[config.mk]
export PLATFORM = sky130hd
export DESIGN_NAME = multi_led_blink_controller_flat
export DESIGN_NICKNAME = d
export VERILOG_FILES = /design/src/sv/mlbc_pkg.sv /design/src/sv/mlbc_stream_if.sv /design/src/sv/mlbc_datapath.sv /design/src/sv/mlbc_ctrl.sv /design/src/sv/multi_led_blink_controller.sv /design/src/flat_wrapper.sv
export VERILOG_INCLUDE_DIRS = /design/src /design/src/sv
export SDC_FILE = /design/constraint.sdc
export NUM_CORES = 1
export LEC_CHECK = 0
export ABC_AREA = 0
export BUFFER_PORTS_ARGS = -buffer_cell sky130_fd_sc_hd__buf_2
export CORE_UTILIZATION = 28
export DETAILED_ROUTE_END_ITERATION = 12
export GPL_ROUTABILITY_DRIVEN = 0
export GPL_TIMING_DRIVEN = 0
export SLEW_MARGIN = 0
export SYNTH_ARGS = -nofsm -noshare
export SYNTH_HDL_FRONTEND = slang
export SYNTH_SLANG_ARGS = --single-unit
export TNS_END_PERCENT = 30
[constraint.sdc]
create_clock -name clk -period 4.6 [get_ports clk]
set_input_delay 0.23 -clock clk [delete_from_list [all_inputs] [get_ports clk]]
set_output_delay 0.23 -clock clk [all_outputs]
set_load 0.005 [all_outputs]
[src/sv/multi_led_blink_controller_macros.svh]
// assertion macros for the blink controller sequencer
`ifndef MULTI_LED_BLINK_CONTROLLER_MACROS_SVH
`define MULTI_LED_BLINK_CONTROLLER_MACROS_SVH
`ifndef NO_ASSERTIONS
`define MLBC_ASSERT(lbl, prop, msg) \
	lbl: assert property (@(posedge clk) disable iff (!arst_n) prop) \
		else $error(msg);
`define MLBC_ASSERT_NEXT(lbl, pre, post, msg) \
	lbl: assert property (@(posedge clk) disable iff (!arst_n) (pre) |=> (post)) \
		else $error(msg);
`else
`define MLBC_ASSERT(lbl, prop, msg)
`define MLBC_ASSERT_NEXT(lbl, pre, post, msg)
`endif
`endif

[src/sv/mlbc_pkg.sv]
package mlbc_pkg;

	localparam int LED_COUNT_DEF = 8;

	// item kinds
	localparam logic [1:0] KIND_TICK  = 2'd0;
	localparam logic [1:0] KIND_BLINK = 2'd1;
	localparam logic [1:0] KIND_CLEAR = 2'd2;

	localparam logic [7:0] PRESET_COUNT  = 8'hFE;
	localparam logic [7:0] ENDLESS_LIMIT = 8'd100;

	typedef struct packed {
		logic [1:0] kind;
		logic [2:0] led_index;
		logic [7:0] blink_count;
		logic [7:0] high_time;
		logic [7:0] low_time;
	} item_t;

	typedef struct packed {
		logic [7:0] led_states;
		logic [7:0] finish_mask;
	} result_t;

	// sequencer to datapath
	typedef struct packed {
		logic load_item;
		logic exec_blink;
		logic exec_clear;
		logic rd_en;
		logic upd_en;
		logic load_out;
	} ctrl_cmd_t;

	// datapath to sequencer
	typedef struct packed {
		logic [1:0] kind;
	} dp_status_t;

endpackage

[src/sv/mlbc_stream_if.sv]
interface mlbc_stream_if #(parameter type T = logic);
	logic valid;
	logic ready;
	T     data;

	modport source (output valid, output data, input ready);
	modport sink (input valid, input data, output ready);
endinterface

[src/sv/mlbc_datapath.sv]
module mlbc_datapath import mlbc_pkg::*; #(
	parameter int LED_COUNT = LED_COUNT_DEF,
	localparam int IdxW = (LED_COUNT > 1) ? $clog2(LED_COUNT) : 1
) (
	input  logic            clk,
	input  logic            arst_n,
	input  item_t           item_data,
	input  ctrl_cmd_t       cmd,
	input  logic [IdxW-1:0] rd_idx,
	input  logic [IdxW-1:0] upd_idx,
	output dp_status_t      status,
	output result_t         result_data
);

	item_t       item_q;
	result_t     res_q;
	logic        lit_q [LED_COUNT];
	logic [7:0]  cnt_q [LED_COUNT];
	logic [7:0]  tl_q  [LED_COUNT];
	logic        en_q  [LED_COUNT];
	logic [15:0] time_mem [LED_COUNT];
	logic [15:0] times_s1;
	logic [7:0]  finish_q;

	logic            in_range;
	logic            blink_wr;
	logic [IdxW-1:0] widx;
	logic            cur_lit;
	logic [7:0]      cur_cnt;
	logic [7:0]      cur_tl;
	logic            cur_en;
	logic            cur_active;
	logic [7:0]      lim;
	logic [7:0]      cnt_inc;
	logic [7:0]      tl_dec;
	logic            over;
	logic            fin_now;
	logic [7:0]      lit_view;
	logic [7:0]      fin_hit;

	assign status.kind = item_q.kind;
	assign result_data = res_q;

	assign in_range = int'(item_q.led_index) < LED_COUNT;
	assign blink_wr = cmd.exec_blink && in_range;
	assign widx     = IdxW'(item_q.led_index);

	// per-led step for the entry under the scan
	assign cur_lit    = lit_q[upd_idx];
	assign cur_cnt    = cnt_q[upd_idx];
	assign cur_tl     = tl_q[upd_idx];
	assign cur_en     = en_q[upd_idx];
	assign cur_active = (cur_tl != 8'd0) || cur_en;
	assign lim        = cur_lit ? times_s1[15:8] : times_s1[7:0];
	assign cnt_inc    = cur_cnt + 8'd1;
	assign tl_dec     = cur_tl - 8'd1;
	assign over       = cnt_inc > lim;
	assign fin_now    = cmd.upd_en && cur_active && over && !cur_en && (tl_dec == 8'd0);

	for (genvar j = 0; j < 8; j++) begin : g_view
		if (j < LED_COUNT) begin : g_on
			assign lit_view[j] = lit_q[j];
			assign fin_hit[j]  = (upd_idx == IdxW'(j));
		end else begin : g_off
			assign lit_view[j] = 1'b0;
			assign fin_hit[j]  = 1'b0;
		end
	end

	always_ff @(posedge clk) begin
		if (cmd.load_item) begin
			item_q <= item_data;
		end
		if (cmd.load_out) begin
			res_q.led_states  <= lit_view;
			res_q.finish_mask <= finish_q;
		end
		if (cmd.load_item) begin
			finish_q <= 8'd0;
		end else if (fin_now) begin
			finish_q <= finish_q | fin_hit;
		end
	end

	// time store, undefined until a blink command writes it
	always_ff @(posedge clk) begin
		if (blink_wr) begin
			time_mem[widx] <= {item_q.high_time, item_q.low_time};
		end
		if (cmd.rd_en) begin
			times_s1 <= time_mem[rd_idx];
		end
	end

	always_ff @(posedge clk or negedge arst_n) begin
		if (!arst_n) begin
			for (int i = 0; i < LED_COUNT; i++) begin
				lit_q[i] <= 1'b0;
				cnt_q[i] <= 8'd0;
				tl_q[i]  <= 8'd0;
				en_q[i]  <= 1'b0;
			end
		end else if (cmd.exec_clear) begin
			for (int i = 0; i < LED_COUNT; i++) begin
				lit_q[i] <= 1'b0;
				cnt_q[i] <= 8'd0;
				tl_q[i]  <= 8'd0;
				en_q[i]  <= 1'b0;
			end
		end else if (blink_wr) begin
			lit_q[widx] <= 1'b0;
			cnt_q[widx] <= PRESET_COUNT;
			if (item_q.blink_count > ENDLESS_LIMIT) begin
				en_q[widx] <= 1'b1;
				tl_q[widx] <= 8'd0;
			end else begin
				en_q[widx] <= 1'b0;
				tl_q[widx] <= {item_q.blink_count[6:0], 1'b0};
			end
		end else if (cmd.upd_en && cur_active) begin
			if (over) begin
				cnt_q[upd_idx] <= 8'd1;
				lit_q[upd_idx] <= !cur_lit;
				if (!cur_en) begin
					tl_q[upd_idx] <= tl_dec;
				end
			end else begin
				cnt_q[upd_idx] <= cnt_inc;
			end
		end
	end

endmodule

[src/sv/mlbc_ctrl.sv]
`include "multi_led_blink_controller_macros.svh"

module mlbc_ctrl import mlbc_pkg::*; #(
	parameter int LED_COUNT = LED_COUNT_DEF,
	localparam int IdxW = (LED_COUNT > 1) ? $clog2(LED_COUNT) : 1
) (
	input  logic            clk,
	input  logic            arst_n,
	input  logic            item_valid,
	output logic            item_ready,
	output logic            result_valid,
	input  logic            result_ready,
	input  dp_status_t      status,
	output ctrl_cmd_t       cmd,
	output logic [IdxW-1:0] rd_idx,
	output logic [IdxW-1:0] upd_idx
);

	localparam logic [1:0] ST_IDLE = 2'd0;
	localparam logic [1:0] ST_EXEC = 2'd1;
	localparam logic [1:0] ST_SCAN = 2'd2;
	localparam logic [1:0] ST_POST = 2'd3;

	logic [1:0]      state_q;
	logic [IdxW-1:0] rd_idx_q;
	logic            rd_pend_q;
	logic            upd_vld_s1;
	logic [IdxW-1:0] upd_idx_s1;
	logic            out_vld_q;
	logic            accept;
	logic            out_free;

	assign item_ready   = (state_q == ST_IDLE);
	assign accept       = item_valid && item_ready;
	assign out_free     = !out_vld_q || result_ready;
	assign result_valid = out_vld_q;
	assign rd_idx       = rd_idx_q;
	assign upd_idx      = upd_idx_s1;

	always_comb begin
		cmd = '0;
		cmd.load_item = accept;
		case (state_q)
			ST_EXEC: begin
				cmd.exec_blink = (status.kind == KIND_BLINK);
				cmd.exec_clear = (status.kind == KIND_CLEAR);
			end
			ST_SCAN: begin
				cmd.rd_en  = rd_pend_q;
				cmd.upd_en = upd_vld_s1;
			end
			ST_POST: begin
				cmd.load_out = out_free;
			end
			default: begin
			end
		endcase
	end

	always_ff @(posedge clk) begin
		if (state_q == ST_SCAN) begin
			upd_idx_s1 <= rd_idx_q;
		end
	end

	always_ff @(posedge clk or negedge arst_n) begin
		if (!arst_n) begin
			state_q    <= ST_IDLE;
			rd_idx_q   <= '0;
			rd_pend_q  <= 1'b0;
			upd_vld_s1 <= 1'b0;
			out_vld_q  <= 1'b0;
		end else begin
			if (cmd.load_out) begin
				out_vld_q <= 1'b1;
			end else if (result_ready) begin
				out_vld_q <= 1'b0;
			end
			case (state_q)
				ST_IDLE: begin
					if (accept) begin
						state_q <= ST_EXEC;
					end
				end
				ST_EXEC: begin
					if (status.kind == KIND_TICK) begin
						rd_idx_q   <= '0;
						rd_pend_q  <= 1'b1;
						upd_vld_s1 <= 1'b0;
						state_q    <= ST_SCAN;
					end else begin
						state_q <= ST_POST;
					end
				end
				ST_SCAN: begin
					upd_vld_s1 <= rd_pend_q;
					if (rd_pend_q) begin
						if (rd_idx_q == IdxW'(LED_COUNT - 1)) begin
							rd_pend_q <= 1'b0;
						end else begin
							rd_idx_q <= rd_idx_q + 1'b1;
						end
					end
					if (!rd_pend_q && upd_vld_s1) begin
						state_q <= ST_POST;
					end
				end
				ST_POST: begin
					if (out_free) begin
						state_q <= ST_IDLE;
					end
				end
				default: begin
					state_q <= ST_IDLE;
				end
			endcase
		end
	end

	`MLBC_ASSERT(a_scan_drains, (state_q == ST_SCAN && !rd_pend_q) |-> upd_vld_s1, "scan stalled with nothing in flight")
	`MLBC_ASSERT_NEXT(a_accept_exec, accept, state_q == ST_EXEC, "accepted word not executed")
	`MLBC_ASSERT_NEXT(a_cmd_post, state_q == ST_EXEC && status.kind != KIND_TICK, state_q == ST_POST, "non-tick word did not finish at once")

endmodule

[src/sv/multi_led_blink_controller.sv]
// tick word: the led scan steps through one led entry per cycle, then the result word is loaded
// other words: the command runs in the exec state, then the result word is loaded in the post state
// a new word is taken only in the idle state, once the previous word's result has gone into the output register
// the led scan does one time-store read per cycle, pipelined one deep
// reset clears every led (off, inactive, counters zero); stored times stay undefined until written
module multi_led_blink_controller import mlbc_pkg::*; #(
	parameter int LED_COUNT = LED_COUNT_DEF
) (
	input  logic                   clk,
	input  logic                   arst_n,
	mlbc_stream_if.sink            item,
	mlbc_stream_if.source          result
);

	localparam int IdxW = (LED_COUNT > 1) ? $clog2(LED_COUNT) : 1;

	// command and status between sequencer and datapath
	ctrl_cmd_t       cmd;
	dp_status_t      status;
	logic [IdxW-1:0] rd_idx;
	logic [IdxW-1:0] upd_idx;

	// sequencer: takes a word, runs the command or the led scan, then parks
	// the result in the output register; a new word may be taken while the
	// previous result word still waits there
	mlbc_ctrl #(
		.LED_COUNT (LED_COUNT)
	) u_ctrl (
		.clk          (clk),
		.arst_n       (arst_n),
		.item_valid   (item.valid),
		.item_ready   (item.ready),
		.result_valid (result.valid),
		.result_ready (result.ready),
		.status       (status),
		.cmd          (cmd),
		.rd_idx       (rd_idx),
		.upd_idx      (upd_idx)
	);

	// datapath: per-led state, time store and the output word register
	mlbc_datapath #(
		.LED_COUNT (LED_COUNT)
	) u_dp (
		.clk         (clk),
		.arst_n      (arst_n),
		.item_data   (item.data),
		.cmd         (cmd),
		.rd_idx      (rd_idx),
		.upd_idx     (upd_idx),
		.status      (status),
		.result_data (result.data)
	);

endmodule
[src/flat_wrapper.sv]
// flat-port wrapper written by rule: the top's interface ports become plain ports
module multi_led_blink_controller_flat import mlbc_pkg::*;
#(
	parameter int LED_COUNT = LED_COUNT_DEF
)
  (clk, arst_n, item_valid, item_data, item_ready, result_valid, result_data, result_ready);
  mlbc_stream_if item_i ();
  mlbc_stream_if result_i ();
  input  logic clk;
  input  logic arst_n;
  input wire logic [$bits(item_i.valid)-1:0] item_valid;
  input wire logic [$bits(item_i.data)-1:0] item_data;
  output wire logic [$bits(item_i.ready)-1:0] item_ready;
  output wire logic [$bits(result_i.valid)-1:0] result_valid;
  output wire logic [$bits(result_i.data)-1:0] result_data;
  input wire logic [$bits(result_i.ready)-1:0] result_ready;
  assign item_i.valid = item_valid;
  assign item_i.data = item_data;
  assign item_ready = item_i.ready;
  assign result_valid = result_i.valid;
  assign result_data = result_i.data;
  assign result_i.ready = result_ready;
  multi_led_blink_controller #(.LED_COUNT(LED_COUNT)) u_core (.clk(clk), .arst_n(arst_n), .item(item_i), .result(result_i));
endmodule
==> results of run 1 <==
## what timing repair did
item                       4_1_cts  5_1_grt
setup buffers                    0        0
setup endpoints to repair        0       28
hold endpoints to repair        41        0
hold buffers                     1        0
## worst reg2reg max path, delay by kind of cell, from the launching register on
kind	cells	cell delay [ns]
adders and majority gates	1	0.21
buffers and inverters	9	1.97
DFF	1	0.34
muxes	3	1.12
and+or+nand+nor	3	0.43
## placed cells by master (no fill, tap or decap), types with 5 or more instances in the layout
master                      Yosys  final
sky130_fd_sc_hd__mux2_1        25     25
sky130_fd_sc_hd__ha_1          11     11
sky130_fd_sc_hd__inv_1         16     16
sky130_fd_sc_hd__xnor2_1        5      5
sky130_fd_sc_hd__clkbuf_16      0     17
sky130_fd_sc_hd__mux2i_1       21     21
sky130_fd_sc_hd__mux4_2        23     23
sky130_fd_sc_hd__nor2_1         8      8
sky130_fd_sc_hd__buf_6          8      9
sky130_fd_sc_hd__nand2_1       18     18
sky130_fd_sc_hd__nand3_1        8      8
sky130_fd_sc_hd__nand2b_1       7      7
sky130_fd_sc_hd__mux2_2        34     34
sky130_fd_sc_hd__mux2_4        21     21
sky130_fd_sc_hd__nor2b_1       14     14
sky130_fd_sc_hd__clkbuf_1       5      6
sky130_fd_sc_hd__dfrtp_1      136    136
sky130_fd_sc_hd__buf_2         10     15
sky130_fd_sc_hd__and2_1        38     38
sky130_fd_sc_hd__o21ai_0        7      7
## report_power, final
group | internal (mW) | switching [mW]
logic | 0.00452 | 0.0235
clock network | 0.831 | 0.537
registers | 1.24 | 0.0000000000000000159
total | 2.08 | 0.560
## synth_stat cells, types with 10 or more instances
| cell | number | area share [%] |
|---|---|---|
| sky130_fd_sc_hd__buf_2 | 10 | 0.74 |
| sky130_fd_sc_hd__ha_1 | 11 | 2.0 |
| sky130_fd_sc_hd__mux2i_1 | 21 | 3.1 |
| sky130_fd_sc_hd__inv_1 | 16 | 0.89 |
| sky130_fd_sc_hd__and2_1 | 38 | 3.5 |
| sky130_fd_sc_hd__mux4_2 | 23 | 7.7 |
| sky130_fd_sc_hd__dfrtp_1 | 136 | 50 |
| sky130_fd_sc_hd__mux2_2 | 34 | 5.7 |
| sky130_fd_sc_hd__nand2_1 | 18 | 1.0 |
| sky130_fd_sc_hd__nor2b_1 | 14 | 1.3 |
| sky130_fd_sc_hd__mux2_1 | 25 | 4.2 |
| sky130_fd_sc_hd__mux2_4 | 21 | 4.7 |
## per-stage QoR
stage	hold slack (ns)	cell area [um^2]	total power [mW]	setup slack, ns	instances
floorplan	-0.0656	6770	1.27	1.02	485
CTS	0.0836	7830	2.67	0.142	844
finish	0.0966	7830	2.64	0.408	843
global route	0.112	7830	2.74	0.117	843
global placement	0.463	7200	1.29	0.168	810
detailed placement	0.170	7230	1.30	0.147	811
## area by class of cell
cell class	instances	area (um^2)	area share [%]
Sequential cell	141	3540	45.3
Multi-Input combinational cell	301	2970	38.0
Clock buffer	20	457	5.83
Tap cell	319	399	5.10
Buffer	26	190	2.43
Clock inverter	12	135	1.73
Timing Repair Buffer	8	73.8	0.943
Inverter	16	60.1	0.767
## worst min-delay path by stage
stage,startpoint,to,slack (ns)
2_1_floorplan,arst_n,u_core.u_ctrl.rd_idx[0],-0.07
3_3_place_gp,u_core.u_dp.cnt_q[13],u_core.u_dp.cnt_q[13],0.46
3_5_place_dp,arst_n,u_core.u_dp.cnt_q[35],0.17
4_1_cts,result_ready,u_core.u_ctrl.result_valid,0.08
5_1_grt,result_ready,u_core.u_ctrl.result_valid,0.11
6_report,result_ready,u_core.u_ctrl.result_valid,0.1
## flip-flops by register name, summed over array words and instances (netlist names)
register,cells
u_core.u_dp.cnt_q,64
u_core.u_dp.tl_q,64
u_core.u_ctrl.rd_idx,3
u_core.u_ctrl.upd_idx,3
u_core.u_ctrl.state_q,2
u_core.u_ctrl.rd_pend_q,1
u_core.u_ctrl.result_valid,1
u_core.u_ctrl.upd_vld_s1,1
u_core.u_dp.finish_q,1
u_core.u_dp.result_data,1
## routing by layer
| metal | routed length [um] | up-vias | share of wire [%] | GRT usage, % |
|---|---|---|---|---|
| li1 | - | 1796 | - | - |
| met1 | 6590 | 2077 | 48 | 16.5 |
| met2 | 6820 | 39 | 49 | 19.5 |
| met3 | 288 | 16 | 2.1 | 2.56 |
| met4 | 176 | 0 | 1.3 | 4.58 |
| met5 | 0 | - | 0 | 0 |
## cells by family after synthesis
| group | after synthesis |
|---|---|
| AOI/OAI and AO/OA | 36 |
| xor gates and xnor gates | 8 |
| adders and majority gates | 11 |
| buffers and inverters | 43 |
| DFF | 141 |
| muxes | 124 |
| and+or+nand+nor | 122 |
==> summary.md, run 1 <==
| Metric | Value |
|---|---|
| Startpoint of the most critical register-to-register path | `u_core.u_ctrl.upd_idx[0]` |
| Sum of negative setup slack | `0 ns` |
| Path length in cells of the critical path | `16` |
| Global-route wire length before repair | `around 23 mm` |
| Share of flip-flops with an asynchronous set or reset after synthesis | `96.5%` |
| Net total in the final layout | `around 530` |
| Max-capacitance violation count | `0` |
| Endpoint of the lowest-slack register-to-register path | `u_core.u_dp.tl_q[44]` |
| Average detailed-routed wire length per instance | `roughly 16 um` |
| Worst setup SP type | `flop` |
| Clock network latency to the later pin of the worst-skew pair | `~0.42 ns` |
| Worst setup path endpoint | `u_core.u_dp.tl_q[44]` |
| Total overflow reported by the global router | `0` |
| Number of inserted filler cells in the final layout | `between 2000 and 2500` |
| Share of the clock period used by the worst path after layout | `between 90% and 100%` |
| R2R Setup Slk | `just over 0.4 ns` |
| Initial core utilization | `28.7%` |
| Min cycle time layout | `approximately 4.2 ns` |
| Hold Crit Depth | `3` |
| Number of vias per cell after detailed routing | `between 4 and 5` |
| Longest individual stage delay on the worst path | `0.56 ns` |
| Combined buffer and inverter count along the critical path | `9` |
| Final hold violation count | `0` |
| Count of input and output buffers | `6` |
| Total GRT Usage | `about an eighth` |
| Fraction of the mapped netlist area in compound gates | `between 4 and 5%` |
| Clock slew at reported path FFs | `0.06 ns` |
| Number of diodes | `0` |
| Worst hold path type | `in2reg` |
| Count of routing violations after the opening detailed-route iteration | `approximately 210` |
| Post-synthesis cell count | `485` |
| Number of sinks driven by the clock tree | `141` |
| Row count | `56` |
| Post-synth design cell area | `about 6800 um^2` |
| Longest Clk Path Bufs | `2` |
| Power density normalized to cell area | `between 300 and 400 nW/um^2` |
| Worst Clk Skew | `approximately 0.008 ns` |
| Post-synth top flop | `sky130_fd_sc_hd__dfrtp_1` |
| Inserted Clock Buffers | `17` |
| Worst slew pin tran | `0.803 ns` |
| Crit path arrival time | `4.49 ns` |
| Number of pins with negative max-slew slack in the final report | `0` |
| Critical Path Source | `u_core.u_ctrl.upd_idx[0]` |
| Unrepaired setup endpoints after global routing | `false` |
| H-tree Lvls | `4` |
| #FFs+latches synth | `roughly 140` |
| Layout cells sized above 1 | `between 20% and 30%` |
| Adder-cell share of the synthesized area | `under 10%` |
| VDD IR-drop max | `approximately 290 uV` |
| Slowest cell on the critical path | `sky130_fd_sc_hd__mux4_2` |
| Kind of end point of the critical path | `flop` |
| Drc violations | `0` |
| End-of-flow core utilization | `~33%` |
| Vias in the first global route | `between 4000 and 5000` |
| Clock tree from TritonCTS | `done` |
| Kind of cell with the highest combined delay on the critical path | `buffers and inverters` |
| Number of top-level pins | `8` |
| Top achievable clock speed | `~240 MHz` |
| Number of detailed-routing iterations run before antenna repair | `4` |
| Lkg Pwr | `about 3.8 nW` |
| Critical path class | `reg2reg` |
| Yosys warnings | `0` |
| Vert. Die Dim | `157 um` |
| Largest family of logic cells by synthesized area | `multiplexers` |
| Xor-xnor portion of the synthesized cell area | `around 1.0%` |
| Post-CTS sizing | `0` |
| Syn_nets | `between 500 and 600` |
| Number of vias after detailed routing | `between 3000 and 4000` |
| Number of different library cells in the post-synthesis netlist | `a little over 60` |
| Routed Wire Length | `13.9 mm` |
| Die extent in x | `~160 um` |
| CP Cell Sequence | `buf_6, buf_12, buf_6, buf_2, buf_2, mux4_2, mux2i_1, clkbuf_1, ha_1, and4_4, buf_6, or4_1, buf_2, nand2b_1, buf_4, mux2_4` |
| Slew Limit Headroom | `46.1%` |
| Post-synthesis simple-gate area fraction | `between 10% and 20%` |
| Post-synthesis area per instance | `~14 um^2` |
| Routed Antenna Nets | `0` |
| Multiplexer share of the synthesized area | `between 20% and 30%` |
| Number of enable-type register cells in the synthesized netlist | `4` |
| Status | `completed` |
| Maximum number of pins on one net before global-route repair | `96` |
| Antenna violations before repair | `0` |
| Die ar. | `24800 um^2` |
| Placeable core region | `23600 um^2` |
| Post-DP HPWL | `roughly 9.4 mm` |
| Seq/Total Area, Yosys | `roughly 52%` |
| Area Overhead vs Synth | `15.7%` |
| WP data required | `~4.9 ns` |
| Clk root buf | `sky130_fd_sc_hd__clkbuf_16` |
| Cell count of the worst reg-to-reg path | `16` |
| Total of endpoints with negative setup slack in the final report | `0` |
| Largest driver fanout on the critical path | `11` |
Note: power is estimated with default switching activity, not from simulation.
==> inputs of run 2 (changes only) <==
--- a/config.mk
+++ b/config.mk
@@ -8,10 +8,12 @@
 export LEC_CHECK = 0
 export ABC_AREA = 0
 export BUFFER_PORTS_ARGS = -buffer_cell sky130_fd_sc_hd__buf_2
-export CORE_UTILIZATION = 28
+export CORE_UTILIZATION = 57
 export DETAILED_ROUTE_END_ITERATION = 12
 export GPL_ROUTABILITY_DRIVEN = 0
 export GPL_TIMING_DRIVEN = 0
+export MAX_ROUTING_LAYER = met4
+export PLACE_DENSITY = 0.76
 export SLEW_MARGIN = 0
 export SYNTH_ARGS = -nofsm -noshare
 export SYNTH_HDL_FRONTEND = slang
==> constraint.sdc (replaced) <==
create_clock -name clk -period 3.6 [get_ports clk]
set_input_delay 0.18 -clock clk [delete_from_list [all_inputs] [get_ports clk]]
set_output_delay 0.18 -clock clk [all_outputs]
set_load 0.005 [all_outputs]
==> run 2 against run 1 <==
Net effect:
- critical path depth did not move
- first-iteration DRC count rose by 18%
- core utilization rose by 34 points
- die area fell by 50%
- critical endpoint is now u_core.u_dp.tl_q[62]
==> summary.md, run 2 (synthesized netlist as in run 1, its figures left out) <==
| Metric | Value |
|---|---|
| Status | `completed (unchanged)` |
| Global-route wire length before repair | `22.9 mm (about the same)` |
| Number of detailed-routing iterations run before antenna repair | `4 (unchanged)` |
| Worst setup SP type | `flop (unchanged)` |
| Longest Clk Path Bufs | `2 (unchanged)` |
| Average detailed-routed wire length per instance | `20.2 um (was 16.5 um)` |
| H-tree Lvls | `4 (unchanged)` |
| Share of the clock period used by the worst path after layout | `99.7% (was 91.1%)` |
| Biggest registers after layout | `u_core.u_dp.cnt_q (64), u_core.u_dp.tl_q (64) (unchanged)` |
| Net total in the final layout | `534 (was 527)` |
| Design Area, Final | `7760 um^2 (was 7830 um^2)` |
| Most common library cell in the layout ignoring fill and taps | `sky130_fd_sc_hd__dfrtp_1 (unchanged)` |
| Number of diodes | `0 (unchanged)` |
| Worst Clk Skew | `0.0100 ns (was 0.00808 ns)` |
| Drc violations | `0 (unchanged)` |
| Hold Crit Depth | `3 (unchanged)` |
| Post-DP HPWL | `8.70 mm (was 9.38 mm)` |
| Worst Hold End | `u_core.u_ctrl.result_valid (unchanged)` |
| Number of placed instances with taps included | `635 (was 811)` |
| Worst slew pin tran | `0.684 ns (was 0.803 ns)` |
| R2R Setup Slk | `0.01 ns (was 0.41 ns)` |
| Clock slew at reported path FFs | `0.06 ns (about the same)` |
| Maximum number of pins on one net before global-route repair | `81 (was 96)` |
| Slew Limit Headroom | `54.1% (was 46.1%)` |
| Row count | `39 (was 56)` |
| Highest-count cells in the layout ignoring fill and taps | `sky130_fd_sc_hd__dfrtp_1 (136), sky130_fd_sc_hd__and2_1 (38), sky130_fd_sc_hd__mux2_2 (34), sky130_fd_sc_hd__mux2_1 (25), sky130_fd_sc_hd__mux4_2 (23) (unchanged)` |
| Worst hold margin | `0.0610 ns (was 0.0966 ns)` |
| VDD IR-drop max | `481 uV (was 290 uV)` |
| PnR worst setup slack | `0.00990 ns (was 0.408 ns)` |
| Count of routing violations after the opening detailed-route iteration | `252 (was 214)` |
| Clock network latency to the later pin of the worst-skew pair | `0.43 ns (was 0.42 ns)` |
| Total of endpoints with negative setup slack in the final report | `0 (unchanged)` |
| Lkg Pwr | `3.83 nW (was 3.77 nW)` |
| Max-capacitance violation count | `0 (unchanged)` |
| Worst hold path type | `in2reg (unchanged)` |
| Crit path arrival time | `3.89 ns (was 4.49 ns)` |
| Post-Place Setup Slack | `-0.852 ns (was 0.147 ns)` |
| Vias in the first global route | `4277 (was 4173)` |
| Count of input and output buffers | `6 (unchanged)` |
| Largest driver fanout on the critical path | `10 (was 11)` |
| WP data required | `3.90 ns (was 4.90 ns)` |
| Unrepaired setup endpoints after global routing | `true (was false)` |
| Total GRT Usage | `25.6% (was 12.3%)` |
| Standard cell area after detailed placement | `7010 um^2 (was 7230 um^2)` |
| Number of pins with negative max-slew slack in the final report | `0 (unchanged)` |
| Area Overhead vs Synth | `14.7% (was 15.7%)` |
| Number of vias after detailed routing | `4016 (was 3928)` |
| Total power | `3.33 mW (was 2.64 mW)` |
| Number of sinks driven by the clock tree | `141 (unchanged)` |
| Clk root buf | `sky130_fd_sc_hd__clkbuf_16 (unchanged)` |
| Layout cells sized above 1 | `31.3% (was 28.6%)` |
| Placeable core region | `11500 um^2 (was 23600 um^2)` |
| Vert. Die Dim | `111 um (was 157 um)` |
| Filler-free cell count of the finished design | `674 (was 843)` |
| Inserted Clock Buffers | `17 (unchanged)` |
| Die ar. | `12300 um^2 (was 24800 um^2)` |
| Number of top-level pins | `8 (unchanged)` |
| Critical path class | `reg2reg (unchanged)` |
| Final hold violation count | `0 (unchanged)` |
| Min cycle time layout | `3.59 ns (was 4.19 ns)` |
| Number of vias per cell after detailed routing | `5.96 (was 4.66)` |
| Die extent in x | `111 um (was 157 um)` |
| Routed Wire Length | `13.6 mm (was 13.9 mm)` |
| Top achievable clock speed | `279 MHz (was 239 MHz)` |
| Power density normalized to cell area | `428 nW/um^2 (was 337 nW/um^2)` |
| Kind of end point of the critical path | `flop (unchanged)` |
| Total overflow reported by the global router | `0 (unchanged)` |
| Antenna violations before repair | `0 (unchanged)` |
| Cell count of the worst reg-to-reg path | `16 (unchanged)` |
| Initial core utilization | `58.8% (was 28.7%)` |
| Min-delay src | `result_ready (unchanged)` |
| Endpoint of the lowest-slack register-to-register path | `u_core.u_dp.tl_q[62] (was u_core.u_dp.tl_q[44])` |
| Clock tree from TritonCTS | `done (unchanged)` |
| Startpoint of the most critical register-to-register path | `u_core.u_ctrl.upd_idx[0] (unchanged)` |
| Routed Antenna Nets | `0 (unchanged)` |
==> run 2: stage by stage <==
step / TNS [ns] / utilization (%)
3_3_place_gp: -68.28 / 60.6
3_5_place_dp: -72.20 / 60.9
2_1_floorplan: 0 / -
4_1_cts: 0 / 66.9
5_1_grt: -1.17 / 67.4
6_report: 0 / 67.4
==> run 2: worst max-delay path: stages (launching register included) <==
cell and delay (ns):
sky130_fd_sc_hd__edfxtp_1 0.40, sky130_fd_sc_hd__buf_6 0.15, sky130_fd_sc_hd__buf_12 0.14, sky130_fd_sc_hd__buf_8 0.14, sky130_fd_sc_hd__buf_12 0.14, sky130_fd_sc_hd__buf_8 0.14
sky130_fd_sc_hd__mux4_2 0.37, sky130_fd_sc_hd__mux2i_4 0.09, sky130_fd_sc_hd__clkbuf_8 0.14, sky130_fd_sc_hd__ha_1 0.19, sky130_fd_sc_hd__and4_4 0.15, sky130_fd_sc_hd__buf_6 0.13
sky130_fd_sc_hd__or4b_4 0.51, sky130_fd_sc_hd__buf_6 0.16, sky130_fd_sc_hd__nand2b_4 0.14, sky130_fd_sc_hd__buf_8 0.16, sky130_fd_sc_hd__mux2_4 0.30
==> run 2: where the power goes <==
part,switching [mW],internal [mW]
clock network,0.690,1.01
registers,0.0000000000000000199,1.59
logic,0.0290,0.00576
==> run 2: worst max path at each step <==
| stage | from | slack (ns) | endpoint |
|---|---|---|---|
| 3_5_place_dp | u_core.u_ctrl.upd_idx[2] | -0.85 | u_core.u_dp.tl_q[42] |
| 6_report | u_core.u_ctrl.upd_idx[0] | 0.01 | u_core.u_dp.tl_q[62] |
| 3_3_place_gp | u_core.u_ctrl.upd_idx[2] | -0.82 | u_core.u_dp.tl_q[42] |
| 5_1_grt | u_core.u_ctrl.upd_idx[0] | -0.07 | u_core.u_dp.finish_q[0] |
| 2_1_floorplan | u_core.u_ctrl.upd_idx[2] | 0.02 | u_core.u_dp.tl_q[48] |
| 4_1_cts | u_core.u_ctrl.upd_idx[0] | 0.006 | u_core.u_dp.tl_q[28] |
==> run 2: what timing repair did <==
action / CTS / global route
gates resized for setup: 23 / 9
gates cloned: 0 / 0
hold buffers: 1 / 0
setup buffers: 4 / 3
endpoints found under the setup margin: 129 / 68
endpoints found under the hold margin: 56 / 0
pin swaps: 0 / 1
==> run 2: final cells by class <==
| cell class | count | area (um^2) |
|---|---|---|
| Sequential cell | 141 | 3540 |
| Inverter | 16 | 60.1 |
| Timing Repair Buffer | 15 | 126 |
| Clock inverter | 12 | 111 |
| Fill cell | 795 | 3750 |
| Multi-Input combinational cell | 301 | 3010 |
| Tap cell | 143 | 179 |
| Buffer | 26 | 268 |
| Clock buffer | 20 | 468 |
==> run 2: routing by layer <==
layer  wire length, um  share of wire (%)  global-route usage [%]  vias to the layer above
li1                  -                  -                       -                     1813
met1              6360                 47                    34.4                     2101
met2              6460                 47                    37.2                       80
met3               597                4.4                    7.16                       22
met4               229                1.7                    9.86                        0
met5                 0                  0                       -                        -
